$ cat src/hw/rtl/trie_prefix_counter_assert.svh
// ---------------------------------------------------------------------------
// trie_prefix_counter_assert.svh
// Assertion macros for the trie prefix counter; empty under synthesis.
// ---------------------------------------------------------------------------
`ifndef TRIE_PREFIX_COUNTER_ASSERT_SVH
`define TRIE_PREFIX_COUNTER_ASSERT_SVH

`ifndef SYNTHESIS

// cond holds at every edge out of reset
`define TPC_ASSERT_ALWAYS(lbl, clk, rst_n, cond) \
    lbl: assert property (@(posedge clk) disable iff (!rst_n) (cond)) \
        else $error("tpc assertion failed");

// ant at one edge implies cons at the next
`define TPC_ASSERT_NEXT(lbl, clk, rst_n, ant, cons) \
    lbl: assert property (@(posedge clk) disable iff (!rst_n) (ant) |=> (cons)) \
        else $error("tpc assertion failed");

`else

`define TPC_ASSERT_ALWAYS(lbl, clk, rst_n, cond)
`define TPC_ASSERT_NEXT(lbl, clk, rst_n, ant, cons)

`endif

`endif

$ cat src/hw/rtl/tpc_pkg.sv
// ---------------------------------------------------------------------------
// tpc_pkg
// Shared types, codes and the character mapping of the trie prefix counter.
// ---------------------------------------------------------------------------
`timescale 1ns / 1ps
`default_nettype none

package tpc_pkg;

    localparam int unsigned NODES_DEF       = 4096;
    localparam int unsigned ALPHABET_DEF    = 62;
    localparam int unsigned COUNT_WIDTH_DEF = 16;

    localparam int unsigned CMD_W       = 2;
    localparam int unsigned SYM_W       = 8;
    localparam int unsigned CODE_W      = 6;
    localparam int unsigned OUT_W       = 16;
    localparam int unsigned STATUS_W    = 2;
    localparam int unsigned IN_TDATA_W  = 16;
    localparam int unsigned OUT_TDATA_W = 24;

    localparam logic [SYM_W-1:0] CHAR_UPPER_A = 8'h41;
    localparam logic [SYM_W-1:0] CHAR_UPPER_Z = 8'h5A;
    localparam logic [SYM_W-1:0] CHAR_LOWER_A = 8'h61;
    localparam logic [SYM_W-1:0] CHAR_LOWER_Z = 8'h7A;
    localparam logic [SYM_W-1:0] CHAR_DIGIT_0 = 8'h30;
    localparam logic [SYM_W-1:0] CHAR_DIGIT_9 = 8'h39;
    localparam logic [CODE_W-1:0] LOWER_BASE  = 6'd26;
    localparam logic [CODE_W-1:0] DIGIT_BASE  = 6'd52;

    typedef enum logic [CMD_W-1:0] {
        CMD_INSERT = 2'd0,
        CMD_QUERY  = 2'd1,
        CMD_CLEAR  = 2'd2,
        CMD_NONE   = 2'd3
    } t_cmd;

    typedef enum logic [STATUS_W-1:0] {
        ST_OK      = 2'd0,
        ST_FULL    = 2'd1,
        ST_BADCHAR = 2'd2
    } t_status;

    typedef enum logic [2:0] {
        S_INIT,
        S_IDLE,
        S_LOOK,
        S_CNT,
        S_ZERO,
        S_DONE
    } t_state;

    typedef struct packed {
        logic rd;
        logic wr;
        logic wipe;
    } t_mem_ctl;

    typedef struct packed {
        logic              ok;
        logic [CODE_W-1:0] code;
    } t_code;

    function automatic t_code sym_code(input logic [SYM_W-1:0] s);
        t_code r;
        r.ok   = 1'b1;
        r.code = '0;
        if (s inside {[CHAR_UPPER_A:CHAR_UPPER_Z]}) begin
            r.code = CODE_W'(s - CHAR_UPPER_A);
        end else if (s inside {[CHAR_LOWER_A:CHAR_LOWER_Z]}) begin
            r.code = CODE_W'(s - CHAR_LOWER_A) + LOWER_BASE;
        end else if (s inside {[CHAR_DIGIT_0:CHAR_DIGIT_9]}) begin
            r.code = CODE_W'(s - CHAR_DIGIT_0) + DIGIT_BASE;
        end else begin
            r.ok = 1'b0;
        end
        return r;
    endfunction

endpackage

`default_nettype wire

$ cat src/hw/rtl/tpc_walk_ctrl.sv
// ---------------------------------------------------------------------------
// tpc_walk_ctrl
// Walk sequencer: reads the cursor's child row, allocates or follows the
// child, updates its count and builds the end-of-string result.
// ---------------------------------------------------------------------------
`timescale 1ns / 1ps
`default_nettype none

`include "trie_prefix_counter_assert.svh"

module tpc_walk_ctrl
    import tpc_pkg::*;
#(
    parameter int unsigned NODES       = NODES_DEF,
    parameter int unsigned ALPHABET    = ALPHABET_DEF,
    parameter int unsigned COUNT_WIDTH = COUNT_WIDTH_DEF,
    localparam int unsigned IDX_W      = $clog2(NODES)
) (
    input  wire logic                           i_clk,
    input  wire logic                           i_rst_n,
    input  wire logic                           i_in_valid,
    output logic                                o_in_ready,
    input  wire logic [CMD_W-1:0]               i_cmd,
    input  wire logic [SYM_W-1:0]               i_symbol,
    input  wire logic                           i_last,
    output t_mem_ctl                            o_child_ctl,
    output logic      [IDX_W-1:0]               o_child_addr,
    output logic      [CODE_W-1:0]              o_child_lane,
    output logic      [IDX_W-1:0]               o_child_data,
    input  wire logic [ALPHABET-1:0][IDX_W-1:0] i_child_row,
    output t_mem_ctl                            o_cnt_ctl,
    output logic      [IDX_W-1:0]               o_cnt_addr,
    output logic      [COUNT_WIDTH-1:0]         o_cnt_data,
    input  wire logic [COUNT_WIDTH-1:0]         i_cnt_q,
    output logic                                o_res_valid,
    input  wire logic                           i_res_ready,
    output logic      [OUT_W-1:0]               o_res_count,
    output logic      [STATUS_W-1:0]            o_res_status
);

    localparam logic [IDX_W:0] NODES_EXT = (IDX_W+1)'(NODES);
    localparam logic [32:0]    OUT_MAX   = 33'((1 << OUT_W) - 1);

    t_state              r_state, n_state;
    logic [IDX_W-1:0]    r_cursor, n_cursor;
    logic [IDX_W-1:0]    r_next_free, n_next_free;
    logic                r_miss, n_miss;
    t_status             r_err, n_err;
    t_cmd                r_cmd, n_cmd;
    logic [CODE_W-1:0]   r_code, n_code;
    logic                r_last, n_last;
    logic [OUT_W-1:0]    r_res, n_res;

    t_cmd                w_cmd;
    t_code               w_code;
    logic                w_accept;
    logic                w_skip;
    logic                w_walk;
    logic [IDX_W-1:0]    w_child;
    logic                w_has_child;
    logic [IDX_W:0]      w_nf_inc;
    logic                w_full;
    logic [COUNT_WIDTH-1:0] w_cnt_inc;
    logic [32:0]         w_cnt_ext;
    logic [OUT_W-1:0]    w_cnt_clip;

    assign w_cmd       = t_cmd'(i_cmd);
    assign w_code      = sym_code(i_symbol);
    assign w_accept    = i_in_valid && o_in_ready;
    assign w_skip      = (r_err != ST_OK) || r_miss;
    assign w_walk      = ((w_cmd == CMD_INSERT) || (w_cmd == CMD_QUERY)) && !w_skip
                         && w_code.ok;
    assign w_child     = i_child_row[r_code];
    assign w_has_child = (w_child != '0);
    assign w_nf_inc    = {1'b0, r_next_free} + 1'b1;
    assign w_full      = (w_nf_inc >= NODES_EXT);
    assign w_cnt_inc   = (&i_cnt_q) ? i_cnt_q : i_cnt_q + 1'b1;
    assign w_cnt_ext   = 33'(i_cnt_q);
    assign w_cnt_clip  = (w_cnt_ext > OUT_MAX) ? '1 : w_cnt_ext[OUT_W-1:0];

    // next state
    always_comb begin
        n_state = r_state;
        case (r_state)
            S_INIT: n_state = S_IDLE;
            S_IDLE: begin
                if (w_accept) begin
                    case (w_cmd)
                        CMD_CLEAR: n_state = S_INIT;
                        CMD_INSERT, CMD_QUERY: begin
                            if (w_walk) begin
                                n_state = S_LOOK;
                            end else if (i_last) begin
                                n_state = S_DONE;
                            end
                        end
                        default: n_state = S_IDLE;
                    endcase
                end
            end
            S_LOOK: begin
                if (r_cmd == CMD_QUERY) begin
                    if (w_has_child && r_last) begin
                        n_state = S_CNT;
                    end else begin
                        n_state = r_last ? S_DONE : S_IDLE;
                    end
                end else if (w_has_child) begin
                    n_state = S_CNT;
                end else if (w_full) begin
                    n_state = r_last ? S_DONE : S_IDLE;
                end else begin
                    n_state = S_ZERO;
                end
            end
            S_CNT:  n_state = r_last ? S_DONE : S_IDLE;
            S_ZERO: n_state = r_last ? S_DONE : S_IDLE;
            S_DONE: begin
                if (i_res_ready) begin
                    n_state = S_IDLE;
                end
            end
            default: n_state = S_INIT;
        endcase
    end

    // memory controls and handshakes
    always_comb begin
        o_in_ready   = 1'b0;
        o_res_valid  = 1'b0;
        o_child_ctl  = '0;
        o_child_addr = r_cursor;
        o_child_lane = r_code;
        o_child_data = w_nf_inc[IDX_W-1:0];
        o_cnt_ctl    = '0;
        o_cnt_addr   = w_child;
        o_cnt_data   = w_cnt_inc;
        case (r_state)
            S_INIT: begin
                o_child_ctl.wr   = 1'b1;
                o_child_ctl.wipe = 1'b1;
                o_child_addr     = '0;
            end
            S_IDLE: begin
                o_in_ready     = 1'b1;
                o_child_ctl.rd = i_in_valid && w_walk;
            end
            S_LOOK: begin
                if (w_has_child) begin
                    o_cnt_ctl.rd = (r_cmd == CMD_INSERT) || r_last;
                end else if (r_cmd == CMD_INSERT && !w_full) begin
                    // hook the new node under the cursor and start its count at one
                    o_child_ctl.wr = 1'b1;
                    o_cnt_ctl.wr   = 1'b1;
                    o_cnt_addr     = w_nf_inc[IDX_W-1:0];
                    o_cnt_data     = COUNT_WIDTH'(1);
                end
            end
            S_CNT: begin
                o_cnt_ctl.wr = (r_cmd == CMD_INSERT);
                o_cnt_addr   = r_cursor;
            end
            S_ZERO: begin
                o_child_ctl.wr   = 1'b1;
                o_child_ctl.wipe = 1'b1;
            end
            S_DONE: o_res_valid = 1'b1;
            default: o_in_ready = 1'b0;
        endcase
    end

    // walk registers
    always_comb begin
        n_cursor    = r_cursor;
        n_next_free = r_next_free;
        n_miss      = r_miss;
        n_err       = r_err;
        n_cmd       = r_cmd;
        n_code      = r_code;
        n_last      = r_last;
        n_res       = r_res;
        case (r_state)
            S_IDLE: begin
                if (w_accept) begin
                    n_cmd  = w_cmd;
                    n_code = w_code.code;
                    n_last = i_last;
                    n_res  = '0;
                    if (w_cmd == CMD_CLEAR) begin
                        n_next_free = '0;
                        n_cursor    = '0;
                        n_miss      = 1'b0;
                        n_err       = ST_OK;
                    end else if ((w_cmd == CMD_INSERT || w_cmd == CMD_QUERY) && !w_skip
                                 && !w_code.ok) begin
                        n_err = ST_BADCHAR;
                    end
                end
            end
            S_LOOK: begin
                if (w_has_child) begin
                    n_cursor = w_child;
                end else if (r_cmd == CMD_QUERY) begin
                    n_miss = 1'b1;
                end else if (w_full) begin
                    n_err = ST_FULL;
                end else begin
                    n_next_free = w_nf_inc[IDX_W-1:0];
                    n_cursor    = w_nf_inc[IDX_W-1:0];
                end
            end
            S_CNT: begin
                if (r_cmd == CMD_QUERY) begin
                    n_res = w_cnt_clip;
                end
            end
            S_DONE: begin
                if (i_res_ready) begin
                    n_cursor = '0;
                    n_miss   = 1'b0;
                    n_err    = ST_OK;
                end
            end
            default: n_res = r_res;
        endcase
    end

    always_ff @(posedge i_clk) begin
        if (!i_rst_n) begin
            r_state     <= S_INIT;
            r_cursor    <= '0;
            r_next_free <= '0;
            r_miss      <= 1'b0;
            r_err       <= ST_OK;
        end else begin
            r_state     <= n_state;
            r_cursor    <= n_cursor;
            r_next_free <= n_next_free;
            r_miss      <= n_miss;
            r_err       <= n_err;
        end
    end

    always_ff @(posedge i_clk) begin
        r_cmd  <= n_cmd;
        r_code <= n_code;
        r_last <= n_last;
        r_res  <= n_res;
    end

    assign o_res_count  = r_res;
    assign o_res_status = r_err;

    `TPC_ASSERT_ALWAYS(a_pool_bound, i_clk, i_rst_n, ({1'b0, r_next_free} < NODES_EXT))
    `TPC_ASSERT_ALWAYS(a_cursor_alloc, i_clk, i_rst_n, (r_cursor <= r_next_free))
    `TPC_ASSERT_ALWAYS(a_no_wr_on_accept, i_clk, i_rst_n, !(o_in_ready && (o_child_ctl.wr || o_cnt_ctl.wr)))
    `TPC_ASSERT_NEXT(a_alloc_step, i_clk, i_rst_n, (o_child_ctl.wr && !o_child_ctl.wipe), (r_next_free == IDX_W'($past(r_next_free) + 1'b1)))

endmodule

`default_nettype wire

$ cat config.mk
export PLATFORM = sky130hd
export DESIGN_NAME = tpc_walk_ctrl
export DESIGN_NICKNAME = d
export VERILOG_FILES = /design/src/hw/rtl/tpc_pkg.sv /design/src/hw/rtl/tpc_walk_ctrl.sv
export VERILOG_INCLUDE_DIRS = /design/src /design/src/hw/rtl
export SDC_FILE = /design/constraint.sdc
export NUM_CORES = 1
export LEC_CHECK = 0
export BUFFER_PORTS_ARGS = -buffer_cell sky130_fd_sc_hd__buf_2
export CAP_MARGIN = 40
export CELL_PAD_IN_SITES_DETAIL_PLACEMENT = 1
export CELL_PAD_IN_SITES_GLOBAL_PLACEMENT = 2
export CORE_AREA = 2 2 336 338
export DETAILED_ROUTE_END_ITERATION = 6
export DIE_AREA = 0 0 338 340
export HOLD_SLACK_MARGIN = 0.1
export PLACE_DENSITY_LB_ADDON = 0.1
export SYNTH_ARGS = -nofsm -noshare
export SYNTH_HDL_FRONTEND = slang
export SYNTH_SLANG_ARGS = --single-unit
$ cat constraint.sdc
create_clock -name i_clk -period 4.4 [get_ports i_clk]
set_input_delay 0.22 -clock i_clk [delete_from_list [all_inputs] [get_ports i_clk]]
set_output_delay 0.22 -clock i_clk [all_outputs]
set_load 0.02 [all_outputs]
==> impl_metrics.json <==
{
  "io_pins": 859,
  "clock_skew_ps": 17.29,
  "p_per_area_nw_per_um2": 152.7,
  "grt_pass1_wl_mm": 134.7,
  "hold_path_depth": 1,
  "layout-drive-gt1-share_pct": 68.21,
  "worstPathArrival_ps": 4170,
  "portBuffers": 857,
  "clkSinkCount": 55,
  "wl_per_cell_um": 29.49,
  "power_w": 0.002816,
  "hold_class": "in2reg",
  "cp-start-kind": "flip-flop",
  "postSynthAreaPerCell_sq_um": 10.22,
  "wl_mm": 102.6,
  "core_area_sq_um": 111600,
  "cts_tree": "done",
  "numCtsBuffers": 5,
  "drcViolationCount": 0,
  "yosys_most_used_dff": "dfxtp_1",
  "place_area_sq_um": 17050,
  "grt_pass1_vias": 15290,
  "synth-edff-count": 25,
  "worst_slew_pin_slew_ps": 856.2,
  "grt_max_degree": 41,
  "worst_slack_ps": 6.368,
  "syn_inst": 994,
  "die-area_sq_um": 114900,
  "synth_area_leaders": "mux4_2 35%, edfxtp_1 7.4%, dfxtp_1 5.9%",
  "cap_violations": 0,
  "place_ws_ps": -403.9,
  "peakVddDrop_mv": 0.1669,
  "antenna_left": 0,
  "num_rows": 123,
  "gp_congestion": 0.9271,
  "post-route-util_pct": 16.53,
  "critPathKind": "reg2out",
  "setup_viol": 0,
  "htree_levels": 2,
  "async_flop_share_pct": 0,
  "yosys_warnings": 0,
  "grt-ovfl-total": 0,
  "fin_area_sq_um": 18450,
  "p_leak_nw": 7.938,
  "routed-via-count": 13580,
  "yosysTopAreaCell": "mux4_2",
  "drv_slew": 0,
  "floorplan.initialDensity_pct": 9.109,
  "end_kind": "output pin",
  "status": "complete, no violations",
  "synth.most_common_cell": "mux4_2",
  "clk_pin_slew_worst_paths_ps": 90,
  "synth_area_sq_um": 10160,
  "drt-initial-drc-count": 646,
  "ys_ff_latch": 55,
  "synth_top_cell_area_share_pct": 35.23,
  "max_slew_margin_pct": 42.71,
  "critical_path_required_ps": 4180,
  "firstDrtPassIters": 5,
  "grt.total_usage_pct": 17.19,
  "clock_latency_ps": 330,
  "period_share_pct": 99.86,
  "nets": 2732,
  "die_w_um": 338,
  "clockBufferDepth": 2,
  "hpwlAfterDp_mm": 90.27,
  "viasPerCell": 3.903,
  "synth_cell_types": 77,
  "synth.net_count": 1780,
  "syn2layout_area_growth_pct": 81.48,
  "crit_fanout": 7,
  "synth_common_cells": "159 x mux4_2, 104 x nand2_1, 63 x nor2_1, 49 x mux2i_1, 40 x a21oi_1",
  "chipHeight_um": 340,
  "rsz0062_at_grt": "yes",
  "worstRegToRegCells": 16,
  "cts-root-buf": "clkbuf_16",
  "grt_antenna_before_repair": 67,
  "timing.fmax_mhz": 227.6,
  "finalHoldViolCount": 0,
  "synth_seq_area_share_pct": 13.30,
  "min_period_ps": 4394
}
worst max-delay path, stage by stage (launching register included):
cell	delay [ps]
edfxtp_1	420
buf_12	160
buf_16	150
buf_16	150
buf_12	130
mux4_2	450
a22oi_2	250
a31oi_2	160
a211oi_2	220
nand2_1	160
or4_4	520
nor3_2	190
buf_4	160
buf_6	110
nand3_4	140
buf_6	190
o211a_1	120
buf_6	130
area by class of cell:
| class | instances | area [sq um] |
|---|---|---|
| fill | 13250 | 93130 |
| sequential | 55 | 1351 |
| tap | 1500 | 1877 |
| antenna | 31 | 77.57 |
| timing repair buffer | 1035 | 6240 |
| multi-input combinational | 830 | 8667 |
| clock buffer | 7 | 153.9 |
| inverter | 19 | 71.32 |
| clock inverter | 1 | 7.507 |
stage by stage:
| step | std cells | TNS [ps] | hold WS (ps) |
|---|---|---|---|
| global placement | 3395 | -12470 | 432.0 |
| detailed placement | 3397 | -9740 | 433.7 |
| floorplan | 994 | 0 | 318.9 |
| finish | 3478 | 0 | 139.9 |
| global route | 3467 | -3113 | 125.3 |
| CTS | 3435 | -956.8 | 122.9 |
power breakdown:
part / internal, W / leakage, nW / switching (W)
combinational: 0.000881 / 7.37 / 0.000890
clock: 0.000248 / 0.0755 / 0.000236
sequential: 0.000548 / 0.491 / 0.0000134
per-layer routing:
metal  wire length (um)  vias to the layer above  global-route usage (%)  part of all wire [%]
met2              51520                      585                   30.48                    50
li1                   -                     6006                       -                     -
met3               9027                       85                   6.512                   8.8
met1              40910                     6855                   19.83                    40
met4                824                       44                   2.565                  0.80
met5                292                        -                       0                  0.28
state kept, by name, indices dropped and copies added (netlist names):
name	cells
o_child_lane	6
o_res_count	16
o_res_status	2
r_cmd	2
r_cursor	12
r_last	1
r_miss	1
r_next_free	12
r_state	3
worst paths after layout:
check	startpoint	slack, ps	endpoint
setup / recovery	o_child_lane[0]	6	o_cnt_data[12]
hold reg to reg	r_next_free[11]	510	r_next_free[11]
setup reg to reg	o_child_lane[0]	420	r_cursor[8]
hold / removal	i_cmd[1]	140	r_cmd[1]
logic make-up after synthesis:
group                    synth area share, %
AND/OR/NAND/NOR                        16.02
adder cells (fa/ha/maj)                1.354
buffers and inverters                  6.143
AO/OA/AOI/OAI                          16.14
other                                0.03690
flip-flops                             13.30
multiplexers                           44.86
XOR/XNOR                               2.154
what timing repair did:
action                                 4_1_cts  5_1_grt
gates cloned                                 5        0
pin swaps                                   17       28
endpoints found under the hold margin        2        0
resized for setup                          118       71
buffers inserted                            23       16
hold buffers                                 2        0
setup endpoints to repair                   57       31
cell usage in the layout, fill, tap and decap left out, types with 26 or more instances in the layout:
| cell | n |
|---|---|
| a21oi_1 | 38 |
| buf_2 | 832 |
| buf_4 | 139 |
| buf_6 | 31 |
| dfxtp_1 | 30 |
| diode_2 | 31 |
| mux2i_1 | 38 |
| mux4_2 | 166 |
| nand2_1 | 97 |
| nand3_1 | 32 |
| nor2_1 | 54 |
| o21ai_0 | 26 |
(Power assumes the default switching activity.)
